`src/rtl/lzwd_pkg.sv`:
```
package lzwd_pkg;

  typedef enum logic [1:0] {
    CMD_PUSH = 2'd0,
    CMD_PULL = 2'd1,
    CMD_END  = 2'd2
  } cmd_e;

  typedef enum logic [2:0] {
    ST_BYTE   = 3'd0,
    ST_TAKEN  = 3'd1,
    ST_NEED   = 3'd2,
    ST_END    = 3'd3,
    ST_REFUSE = 3'd4
  } status_e;

  typedef enum logic [1:0] {
    CFG_MAX_BITS    = 2'd0,
    CFG_BLOCK_MODE  = 2'd1,
    CFG_PASSTHROUGH = 2'd2
  } cfg_idx_e;

  typedef enum logic [1:0] {
    PH_FIRST       = 2'd0,
    PH_NORMAL      = 2'd1,
    PH_AFTER_CLEAR = 2'd2
  } phase_e;

  typedef enum logic [3:0] {
    OP_NONE,
    OP_SIMPLE,
    OP_FIN,
    OP_START,
    OP_RELOAD,
    OP_NEED,
    OP_LOAD,
    OP_EXTRACT,
    OP_FIRST,
    OP_CLEAR,
    OP_KWK,
    OP_WALK_PUSH,
    OP_FINISH,
    OP_POP_RD,
    OP_RESP_STACK
  } op_e;

  typedef enum logic [3:0] {
    S_IDLE,
    S_POP,
    S_POP_OUT,
    S_RELOAD,
    S_LOADCHK,
    S_EXTRACT,
    S_DISPATCH,
    S_WALK_RD,
    S_WALK_DATA
  } state_e;

  typedef struct packed {
    logic stack_empty;
    logic finished;
    logic passthrough;
    logic wait_input;
    logic group_empty;
    logic phase_first;
    logic is_clear;
    logic walk_more;
  } dp_stat_t;

  localparam logic [4:0] InitBits = 5'd9;
  localparam logic [4:0] GroupMax = 5'd16;

endpackage

```
`src/rtl/lzwd_ctrl.sv`:
```
module lzwd_ctrl
  import lzwd_pkg::*;
(
  input  logic     clk_i,
  input  logic     rst_ni,
  input  logic     in_fire_i,
  input  logic [1:0] in_cmd_i,
  input  dp_stat_t stat_i,
  output op_e      op_o,
  output logic     idle_o
);

  state_e state_q, state_d;

  always_ff @(posedge clk_i or negedge rst_ni) begin
    if (!rst_ni) state_q <= S_IDLE;
    else         state_q <= state_d;
  end

  always_comb begin
    state_d = state_q;
    op_o    = OP_NONE;
    idle_o  = (state_q == S_IDLE);
    case (state_q)
      S_IDLE: begin
        if (in_fire_i) begin
          if (in_cmd_i == CMD_PULL && !stat_i.passthrough) begin
            if (!stat_i.stack_empty) begin
              state_d = S_POP;
            end else if (stat_i.finished) begin
              op_o = OP_FIN;
            end else begin
              op_o    = OP_START;
              state_d = S_RELOAD;
            end
          end else begin
            op_o = OP_SIMPLE;
          end
        end
      end
      S_POP: begin
        op_o    = OP_POP_RD;
        state_d = S_POP_OUT;
      end
      S_POP_OUT: begin
        op_o    = OP_RESP_STACK;
        state_d = S_IDLE;
      end
      S_RELOAD: begin
        op_o    = OP_RELOAD;
        state_d = S_LOADCHK;
      end
      S_LOADCHK: begin
        if (stat_i.wait_input) begin
          op_o    = OP_NEED;
          state_d = S_IDLE;
        end else if (stat_i.group_empty) begin
          op_o    = OP_FIN;
          state_d = S_IDLE;
        end else begin
          op_o    = OP_LOAD;
          state_d = S_EXTRACT;
        end
      end
      S_EXTRACT: begin
        op_o    = OP_EXTRACT;
        state_d = S_DISPATCH;
      end
      S_DISPATCH: begin
        if (stat_i.phase_first) begin
          op_o    = OP_FIRST;
          state_d = S_IDLE;
        end else if (stat_i.is_clear) begin
          op_o    = OP_CLEAR;
          state_d = S_RELOAD;
        end else begin
          op_o    = OP_KWK;
          state_d = S_WALK_RD;
        end
      end
      S_WALK_RD: begin
        state_d = S_WALK_DATA;
      end
      S_WALK_DATA: begin
        if (stat_i.walk_more) begin
          op_o    = OP_WALK_PUSH;
          state_d = S_WALK_RD;
        end else begin
          op_o    = OP_FINISH;
          state_d = S_POP;
        end
      end
      default: state_d = S_IDLE;
    endcase
  end

endmodule

```
`config.mk`:
```
export PLATFORM = sky130hd
export DESIGN_NAME = lzwd_ctrl
export DESIGN_NICKNAME = d
export VERILOG_FILES = /design/src/rtl/lzwd_pkg.sv /design/src/rtl/lzwd_ctrl.sv
export SDC_FILE = /design/constraint.sdc
export NUM_CORES = 1
export LEC_CHECK = 0
export BUFFER_PORTS_ARGS = -buffer_cell sky130_fd_sc_hd__buf_2
export CAP_MARGIN = 20
export CORE_AREA = 2 2 39 41
export CTS_BUF_LIST = sky130_fd_sc_hd__clkbuf_2 sky130_fd_sc_hd__clkbuf_4 sky130_fd_sc_hd__clkbuf_8
export DETAILED_ROUTE_END_ITERATION = 7
export DIE_AREA = 0 0 41 43
export SLEW_MARGIN = 20
export SYNTH_ARGS = -nofsm -noshare
export SYNTH_HDL_FRONTEND = slang
export SYNTH_SLANG_ARGS = --single-unit
export TNS_END_PERCENT = 50
```
`constraint.sdc`:
```
create_clock -name clk_i -period 2.8 [get_ports clk_i]
set_clock_uncertainty 0.15 [all_clocks]
set_input_delay 0.56 -clock clk_i [delete_from_list [all_inputs] [get_ports clk_i]]
set_output_delay 0.56 -clock clk_i [all_outputs]
set_load 0.03 [all_outputs]
```
==> results of run 1 <==
cells by family (layout without fill, tap and decap cells):
logic type | count (synthesis) | in the layout | synth area share (%)
DFF | 4 | 4 | 21.5
muxes | 1 | 1 | 3.22
AOI/OAI and AO/OA | 15 | 15 | 24.7
and+or+nand+nor | 30 | 30 | 36.3
buffers and inverters | 9 | 25 | 12.4
xor gates and xnor gates | 1 | 1 | 1.88
worst reg2reg max path, delay by kind of cell, from the launching register on:
family / cells / cell delay (ns)
flip-flops: 1 / 0.65
AO/OA/AOI/OAI: 2 / 0.32
multiplexers: 1 / 0.28
AND/OR/NAND/NOR: 1 / 0.13
layout by cell type (no fill, tap or decap):
| cell type | instances |
|---|---|
| sky130_fd_sc_hd__nand3_1 | 5 |
| sky130_fd_sc_hd__nor3b_1 | 1 |
| sky130_fd_sc_hd__o21a_1 | 1 |
| sky130_fd_sc_hd__xnor2_1 | 1 |
| sky130_fd_sc_hd__nor4_4 | 1 |
| sky130_fd_sc_hd__or2b_1 | 1 |
| sky130_fd_sc_hd__a32oi_1 | 1 |
| sky130_fd_sc_hd__nor2b_1 | 1 |
| sky130_fd_sc_hd__o2bb2ai_1 | 1 |
| sky130_fd_sc_hd__a21oi_1 | 3 |
| sky130_fd_sc_hd__a21o_1 | 1 |
| sky130_fd_sc_hd__o21ai_0 | 1 |
| sky130_fd_sc_hd__mux2_4 | 1 |
| sky130_fd_sc_hd__nor2b_2 | 1 |
| sky130_fd_sc_hd__nand2_1 | 3 |
| sky130_fd_sc_hd__nor2_1 | 8 |
| sky130_fd_sc_hd__dlygate4sd3_1 | 1 |
| sky130_fd_sc_hd__o311ai_1 | 2 |
| sky130_fd_sc_hd__o31ai_1 | 1 |
| sky130_fd_sc_hd__nand2b_1 | 1 |
| sky130_fd_sc_hd__a32oi_2 | 1 |
| sky130_fd_sc_hd__nor3_1 | 4 |
| sky130_fd_sc_hd__inv_1 | 4 |
| sky130_fd_sc_hd__clkbuf_4 | 3 |
| sky130_fd_sc_hd__nor2_2 | 1 |
| sky130_fd_sc_hd__a31oi_1 | 2 |
| sky130_fd_sc_hd__dfrtp_1 | 4 |
| sky130_fd_sc_hd__o32ai_1 | 1 |
| sky130_fd_sc_hd__buf_2 | 17 |
| sky130_fd_sc_hd__nand4_1 | 3 |
area by class of cell:
type / instances / area [um^2]
well taps: 16 / 20.0
clock buffers: 3 / 22.5
fillers: 152 / 823
multi-input cells: 47 / 308
flip-flops and latches: 4 / 100
inverters: 4 / 15.0
repair buffers: 18 / 95.1
Yosys cell counts (all sizes together):
cell and number:
nor3 4, a32oi 2, o21ai 1, inv 4, a31oi 2, o311ai 2
a21oi 3, nor3b 1, mux2 1, nand2 3, nor2 9, buf 5
dfrtp 4, or2b 1, o2bb2ai 1, o32ai 1, o31ai 1, nand2b 1
xnor2 1, nor4 1, nor2b 2, nand4 3, nand3 5, o21a 1
a21o 1
metrics by stage:
stage,area (um^2),util (%),instances,hold WS [ns]
floorplan,465,-,60,0.114
global placement,528,38.2,88,0.216
detailed placement,528,38.2,88,0.217
CTS,561,40.5,92,0.493
global route,561,40.5,92,0.514
finish,561,40.5,92,0.499
power by group through the flow:
stage / Clock [mW] / Combinational (mW) / Sequential [mW]
final: 0.0739 / 0.341 / 0.131
after global routing: 0.0813 / 0.378 / 0.134
after CTS: 0.0779 / 0.345 / 0.129
after detailed placement: 0 / 0.343 / 0.130
after global placement: 0 / 0.342 / 0.129
after floorplan: 0 / 0.333 / 0.0825
layer usage:
layer	global-route usage, %	up-vias	share of wire (%)
li1	-	252	-
met1	19.2	221	46
met2	22.8	17	47
met3	4.71	2	5.5
met4	8.00	0	1.0
met5	0	-	0
final timing paths:
check,startpoint,endpoint,slack (ns),depth (start not counted)
min in group clk_i,stat_i[7],state_q[1],0.53,3
max in group asynchronous,rst_ni,state_q[0],1.88,2
min reg2reg,state_q[2],state_q[3],0.62,2
min,rst_ni,state_q[2],0.50,2
max,state_q[0],op_o[1],0.28,5
max reg2reg,state_q[0],state_q[2],1.12,4
timing repair:
item / 4_1_cts / 5_1_grt
hold buffers: 1 / 0
hold endpoints to repair: 4 / 0
resized for setup: 0 / 0
buffers inserted: 0 / 0
==> run summary, run 1 <==
The run finished with clean final reports. The worst path buffer plus inverter count is 1. The pre-CTS worst setup slack came out at 0.533 ns. Number of pins exceeding their max-slew limit in the final report: 0. In this run, the combinational gates consume 62.5% of the power. The run gives 0 as the initial antenna violation count.

The post-detailed-route via-to-cell ratio is 5.35, and the count of H-tree levels built during CTS is 1. The x dimension of the die was 41 um; the layout cell share with drive strength beyond 1 was 32.9%. Walking the worst path, the cells encountered are nor3_1 -> mux2_4 -> a32oi_2 -> o311ai_1 -> buf_2.

For the net switching power, the log shows 0.288 mW. The tools report the TritonCTS sink count as 4. On the worst path, the slowest cell contributes a delay of 0.65 ns. The slowest stage of the critical path is the sky130_fd_sc_hd__dfrtp_1 cell. The critical path startpoint category was a flop. A synthesized cell averages 7.76 um^2. The final period utilization came out at 90.2%. The die covers 1760 um^2. The total iterations of the first detailed-routing run was 4; the worst endpoint required time was 2.09 ns. Along the worst path, the maximum fanout reaches 14. The half-perimeter wire length after placement is 808 um. state_q holds more flip-flops than any other register. Wires add up to 1070 um. After synthesis the cells add up to 465 um^2. The run gives 73 as the net count of the mapped netlist.

Most area-hungry cell type in the Yosys netlist: sky130_fd_sc_hd__dfrtp_1. Setup repair after global routing left no endpoint under its margin. Of the synthesized area, sequential elements account for 21.5%. CTS placed an instance of sky130_fd_sc_hd__clkbuf_4 at the clock tree root.

In this run, the number of DRC markers left after iteration 0 of detailed routing was 11. STA classifies the critical path endpoint as an output port. After synthesis the netlist holds a flip-flop and latch count of 4. Power spread over the standard cell area amounts to 974 nW/um^2. Headroom to the max-slew limit came out at 61.5%. The tools report the final weighted congestion of routability-driven global placement as 0.810. The area growth from synthesis to layout is 20.4%.

After clock tree synthesis, the clock-pin slew on the worst setup and hold paths is 0.04 ns. Highest ir drop seen on vdd: 355 uV. The standard-cell row count is 14. The largest registers in the layout are state_q (4). In the final routed layout, each cell accounts on average for 11.6 um. Measured slew at the worst slew-check pin: 0.577 ns. The analysis attributes to cell leakage a power of 0.249 nW.

Entering global routing, the biggest net connects 17 pins. The total grt overflow is 0. The routed layout has 492 vias.

After technology mapping, the gate count stands at 60. The area share of the leading cell type in the synthesized netlist came out at 21.5%. Counting I/O delays and the setup requirement, the final critical path takes 2.52 ns. The count of cell types in the netlist was 30. Internal power comes to 0.258 mW. Global routing used 15.4% of the available tracks. The critical path start-end classification was flop to output port. The share of total power dissipated in the clock network is 13.5%. The final layout contains 91 nets. For the data arrival time at the worst-slack endpoint, the log shows 1.81 ns.

Worst min-delay path category: input port to asynchronous set/reset pin. Setup violations remaining at the end of the flow were counted as 0. After detailed routing, the number of remaining DRC violations is 0. The net switching fraction of the power is 52.7%, and the buffer depth of the longest clock path is 2. The tools report the global-route wire length before repair as 1830 um.

The share of total power dissipated in sequential elements is 24.0%. For the maximum operating frequency, the log shows 0.396 GHz. The flip-flop count of the largest register, all copies and words added is 4, and the max capacitance violation total is 0. The run gives 0.24 ns as the clock latency of the later-clocked register in the worst-skew pair. Number of global-route vias before repair: 468.

TritonCTS built the clock tree. The height of the die is 43 um, and the count of inserted antenna diode cells is 0. The run gives 1380 um^2 as the area inside the core boundary. In this run the tool buffered the top-level ports with 17 buffer cells. In this run, CTS created clock tree buffers numbering 3. The hold violation total from the final report was 0. Sorting the synthesized cells by area gives the leading types as sky130_fd_sc_hd__dfrtp_1, sky130_fd_sc_hd__nor2_1, sky130_fd_sc_hd__nand3_1.

The initial utilization of the core area, before any placement, comes to 33.6%. In this run the count of I/O pins placed on the die edge is 18. Summed over all failing endpoints, the final setup total negative slack is 0 ns. Kind of cell with the highest combined delay on the critical path: flip-flops.

Once detail routing completed, the nets flagged for antenna violations numbered 0. The logs give 0.546 mW for the total power after layout and 0 for the Yosys warning count. The run gives 0.275 ns as the post-layout worst setup margin.
Note: power is estimated with default switching activity, not from simulation.
==> run 2, diff against run 1 <==
--- a/config.mk
+++ b/config.mk
@@ -5,14 +5,15 @@
 export SDC_FILE = /design/constraint.sdc
 export NUM_CORES = 1
 export LEC_CHECK = 0
-export BUFFER_PORTS_ARGS = -buffer_cell sky130_fd_sc_hd__buf_2
 export CAP_MARGIN = 20
 export CORE_AREA = 2 2 39 41
 export CTS_BUF_LIST = sky130_fd_sc_hd__clkbuf_2 sky130_fd_sc_hd__clkbuf_4 sky130_fd_sc_hd__clkbuf_8
+export CTS_CLUSTER_SIZE = 14
 export DETAILED_ROUTE_END_ITERATION = 7
 export DIE_AREA = 0 0 41 43
+export DONT_BUFFER_PORTS = 1
 export SLEW_MARGIN = 20
 export SYNTH_ARGS = -nofsm -noshare
 export SYNTH_HDL_FRONTEND = slang
 export SYNTH_SLANG_ARGS = --single-unit
-export TNS_END_PERCENT = 50
+export TNS_END_PERCENT = 5
==> run summary, run 2 (synthesized netlist as in run 1, its figures left out) <==
The run gives 0 ns (unchanged) as the summed negative setup slack over all endpoints. The relative area change from synthesis to final layout was 11.8% (was 20.4%). The count of unresolved DRC violations after routing was 0 (unchanged). Power density of the placed cells: 1060 nW/um^2 (was 974 nW/um^2). The tools report the total detailed-routing wirelength as 981 um (was 1070 um). Register bank with the most flops: state_q (unchanged). The startpoint identified for the worst hold timing path is stat_i[7]. The starting utilization of the core area was 33.6% (unchanged). Clock period minus final worst setup slack: 2.49 ns (was 2.52 ns). The tools report the area inside the core boundary as 1380 um^2 (unchanged). The worst slew slack as a fraction of its limit was 67.6% (was 61.5%). The clock latency of the later-clocked register in the worst-skew pair came out at 0.23 ns (was 0.24 ns).

The leading cell type in the layout, fill and taps excluded was sky130_fd_sc_hd__nor2_1 (was sky130_fd_sc_hd__buf_2). The count of input and output buffers was 0 (was 17); the final weighted congestion of routability-driven global placement was 0.751 (was 0.810). The x dimension of the die is 41 um (unchanged), and the layout cell share with drive strength beyond 1 is 21.5% (was 32.9%).

Path depth of the worst reg2reg path: 4 (unchanged). The flip-flop count of the largest register, all copies and words added works out to 4 (unchanged). The count of H-tree levels built during CTS was 1 (unchanged); the worst-case register-to-register setup slack was 1.15 ns (was 1.12 ns). The tools report the highest ir drop seen on vdd as 445 uV (was 355 uV). For the initial antenna violation count, the log shows 0 (unchanged). The final cell area excluding filler cells was 520 um^2 (was 561 um^2); the number of global-route vias before repair was 408 (was 468). Maximum fanout count along the critical path: 14 (unchanged).

The net count of the finished layout was 80 (was 91); the TritonCTS sink count was 4 (unchanged). The run gives 172 (was 152) as the layout filler cell count. The standard-cell row count came out at 14 (unchanged). The number of pins exceeding their max-slew limit in the final report is 0 (unchanged). The flow ran to the end, and the final reports show no timing, DRC or antenna violations. The number of cells after detailed placement came out at 77 (was 88).

The global-route wire length before repair came out at 1640 um (was 1830 um). The run gives 16 (was 11) as the initial DRC count. The run gives 786 um (was 808 um) as the half-perimeter wire length after placement. Registers with the highest flip-flop counts: state_q (4) (unchanged).

The critical path startpoint category was a flop (unchanged). The clock transition at the registers of the reported paths came out at 0.03 ns (was 0.04 ns). The logs give 17.5% (was 19.2%) for the fraction of met1 tracks used by global routing and 0.402 GHz (was 0.396 GHz) for the maximum operating frequency. For the worst endpoint required time, the log shows 2.09 ns (about the same). The run gives 19.7% (was 22.8%) as the met2 usage in global routing. For the post-layout worst setup margin, the log shows 0.310 ns (was 0.275 ns).

Critical path start-end classification: flop to output port (unchanged). The logs give 18 (unchanged) for the number of top-level pins and 0 (unchanged) for the total grt overflow. The number of cells on the worst hold path was 2. The run gives 308 um^2 (unchanged) as the footprint of the multi-input gates.

Most congested layer reported by global routing: met2 (unchanged). Setup repair after global routing left no endpoint under its margin. The total power after layout is 0.550 mW (was 0.546 mW), and the height of the die is 43 um (unchanged).

Terminus of the critical flop-to-flop path: state_q[2] (unchanged). The routed wire length per instance is 12.1 um (was 11.6 um), and the buffer depth of the longest clock path is 2 (unchanged). The total area of sequential cells came out at 100 um^2 (unchanged). The tools report the startpoint of the worst-slack reg-to-reg timing path as state_q[0] (unchanged). The cell area after placement was 488 um^2 (was 528 um^2). The tools report the aggregate global-route resource usage as 13.3% (was 15.4%). The count of inserted antenna diode cells was 0 (unchanged); the via count of the routed design was 459 (was 492). The final period utilization came out at 88.9% (was 90.2%). The total clock buffers created by CTS is 3 (unchanged), and the data arrival time at the worst-slack endpoint is 1.78 ns (was 1.81 ns). The number of post-CTS setup repair buffers came out at 0 (unchanged). The filler-free cell count of the finished design is 81 (was 92).

The hold violation total from the final report was 0 (unchanged). Top library cells by usage in the layout, fill and taps aside: sky130_fd_sc_hd__nor2_1, sky130_fd_sc_hd__buf_4, sky130_fd_sc_hd__nand3_1 (was sky130_fd_sc_hd__buf_2, sky130_fd_sc_hd__nor2_1, sky130_fd_sc_hd__nand3_1). For the leakage power total, the log shows 0.211 nW (was 0.249 nW). The global routing met3 resource utilization was 3.14% (was 4.71%). The post-detailed-route count of antenna-violating nets is 0 (unchanged), and the measured slew at the worst slew-check pin is 0.486 ns (was 0.577 ns). The post-detailed-route via-to-cell ratio was 5.67 (was 5.35).

The max capacitance violation total came out at 0 (unchanged). The total iterations of the first detailed-routing run is 4 (unchanged), and the pre-CTS worst setup slack is 0.539 ns (was 0.533 ns). The hold-critical path endpoint was state_q[1]. Cell at the root of the clock tree: sky130_fd_sc_hd__clkbuf_4 (unchanged).

TritonCTS built the clock tree. Endpoint type of the worst setup path: an output port (unchanged). The largest net degree at the start of global routing came out at 16 (was 17). The worst min-delay path category was input port to flop (was input port to asynchronous set/reset pin). The count of endpoints failing setup in the final report was 0 (unchanged); the die footprint was 1760 um^2 (unchanged).
## run 2: metrics by stage
| step | util, % | hold slack (ns) |
|---|---|---|
| 3_3_place_gp | 35.3 | 0.115 |
| 6_report | 37.6 | 0.418 |
| 2_1_floorplan | - | 0.114 |
| 3_5_place_dp | 35.3 | 0.115 |
| 5_1_grt | 37.6 | 0.448 |
| 4_1_cts | 37.6 | 0.414 |
## run 2: where the power goes
group	switching [mW]	internal, mW
sequential	0.0339	0.0714
combinational	0.221	0.156
clock	0.0203	0.0477
## run 2: worst max-delay path, stage by stage (launching register included)
cell	delay, ns
sky130_fd_sc_hd__dfrtp_1	0.54
sky130_fd_sc_hd__nor4_4	0.40
sky130_fd_sc_hd__buf_4	0.23
sky130_fd_sc_hd__nand3_1	0.09
sky130_fd_sc_hd__nand4_1	0.29
## run 2: cell type report
class,instances,area share [%]
Sequential cell,4,19.2
Timing Repair Buffer,7,10.6
Multi-Input combinational cell,47,59.1
Inverter,4,2.88
Clock buffer,3,4.33
Tap cell,16,3.85
## run 2: worst max path at each step
stage | startpoint | endpoint | slack (ns)
final | state_q[0] | op_o[0] | 0.31
after global routing | state_q[0] | op_o[0] | 0.18
after CTS | state_q[0] | op_o[0] | 0.28
after detailed placement | state_q[0] | op_o[0] | 0.54
after global placement | state_q[0] | op_o[0] | 0.57
after floorplan | state_q[2] | op_o[1] | 0.55
## run 2: layer usage
metal / routed length [um] / up-vias
li1: - / 234
met1: 446 / 203
met2: 469 / 22
met3: 65 / 0
met4: 0 / 0
met5: 0 / -
## run 2: timing repair
item                                   in CTS  in global routing
endpoints found under the hold margin       4                  0
hold buffers                                1                  0
resized for setup                           0                  0
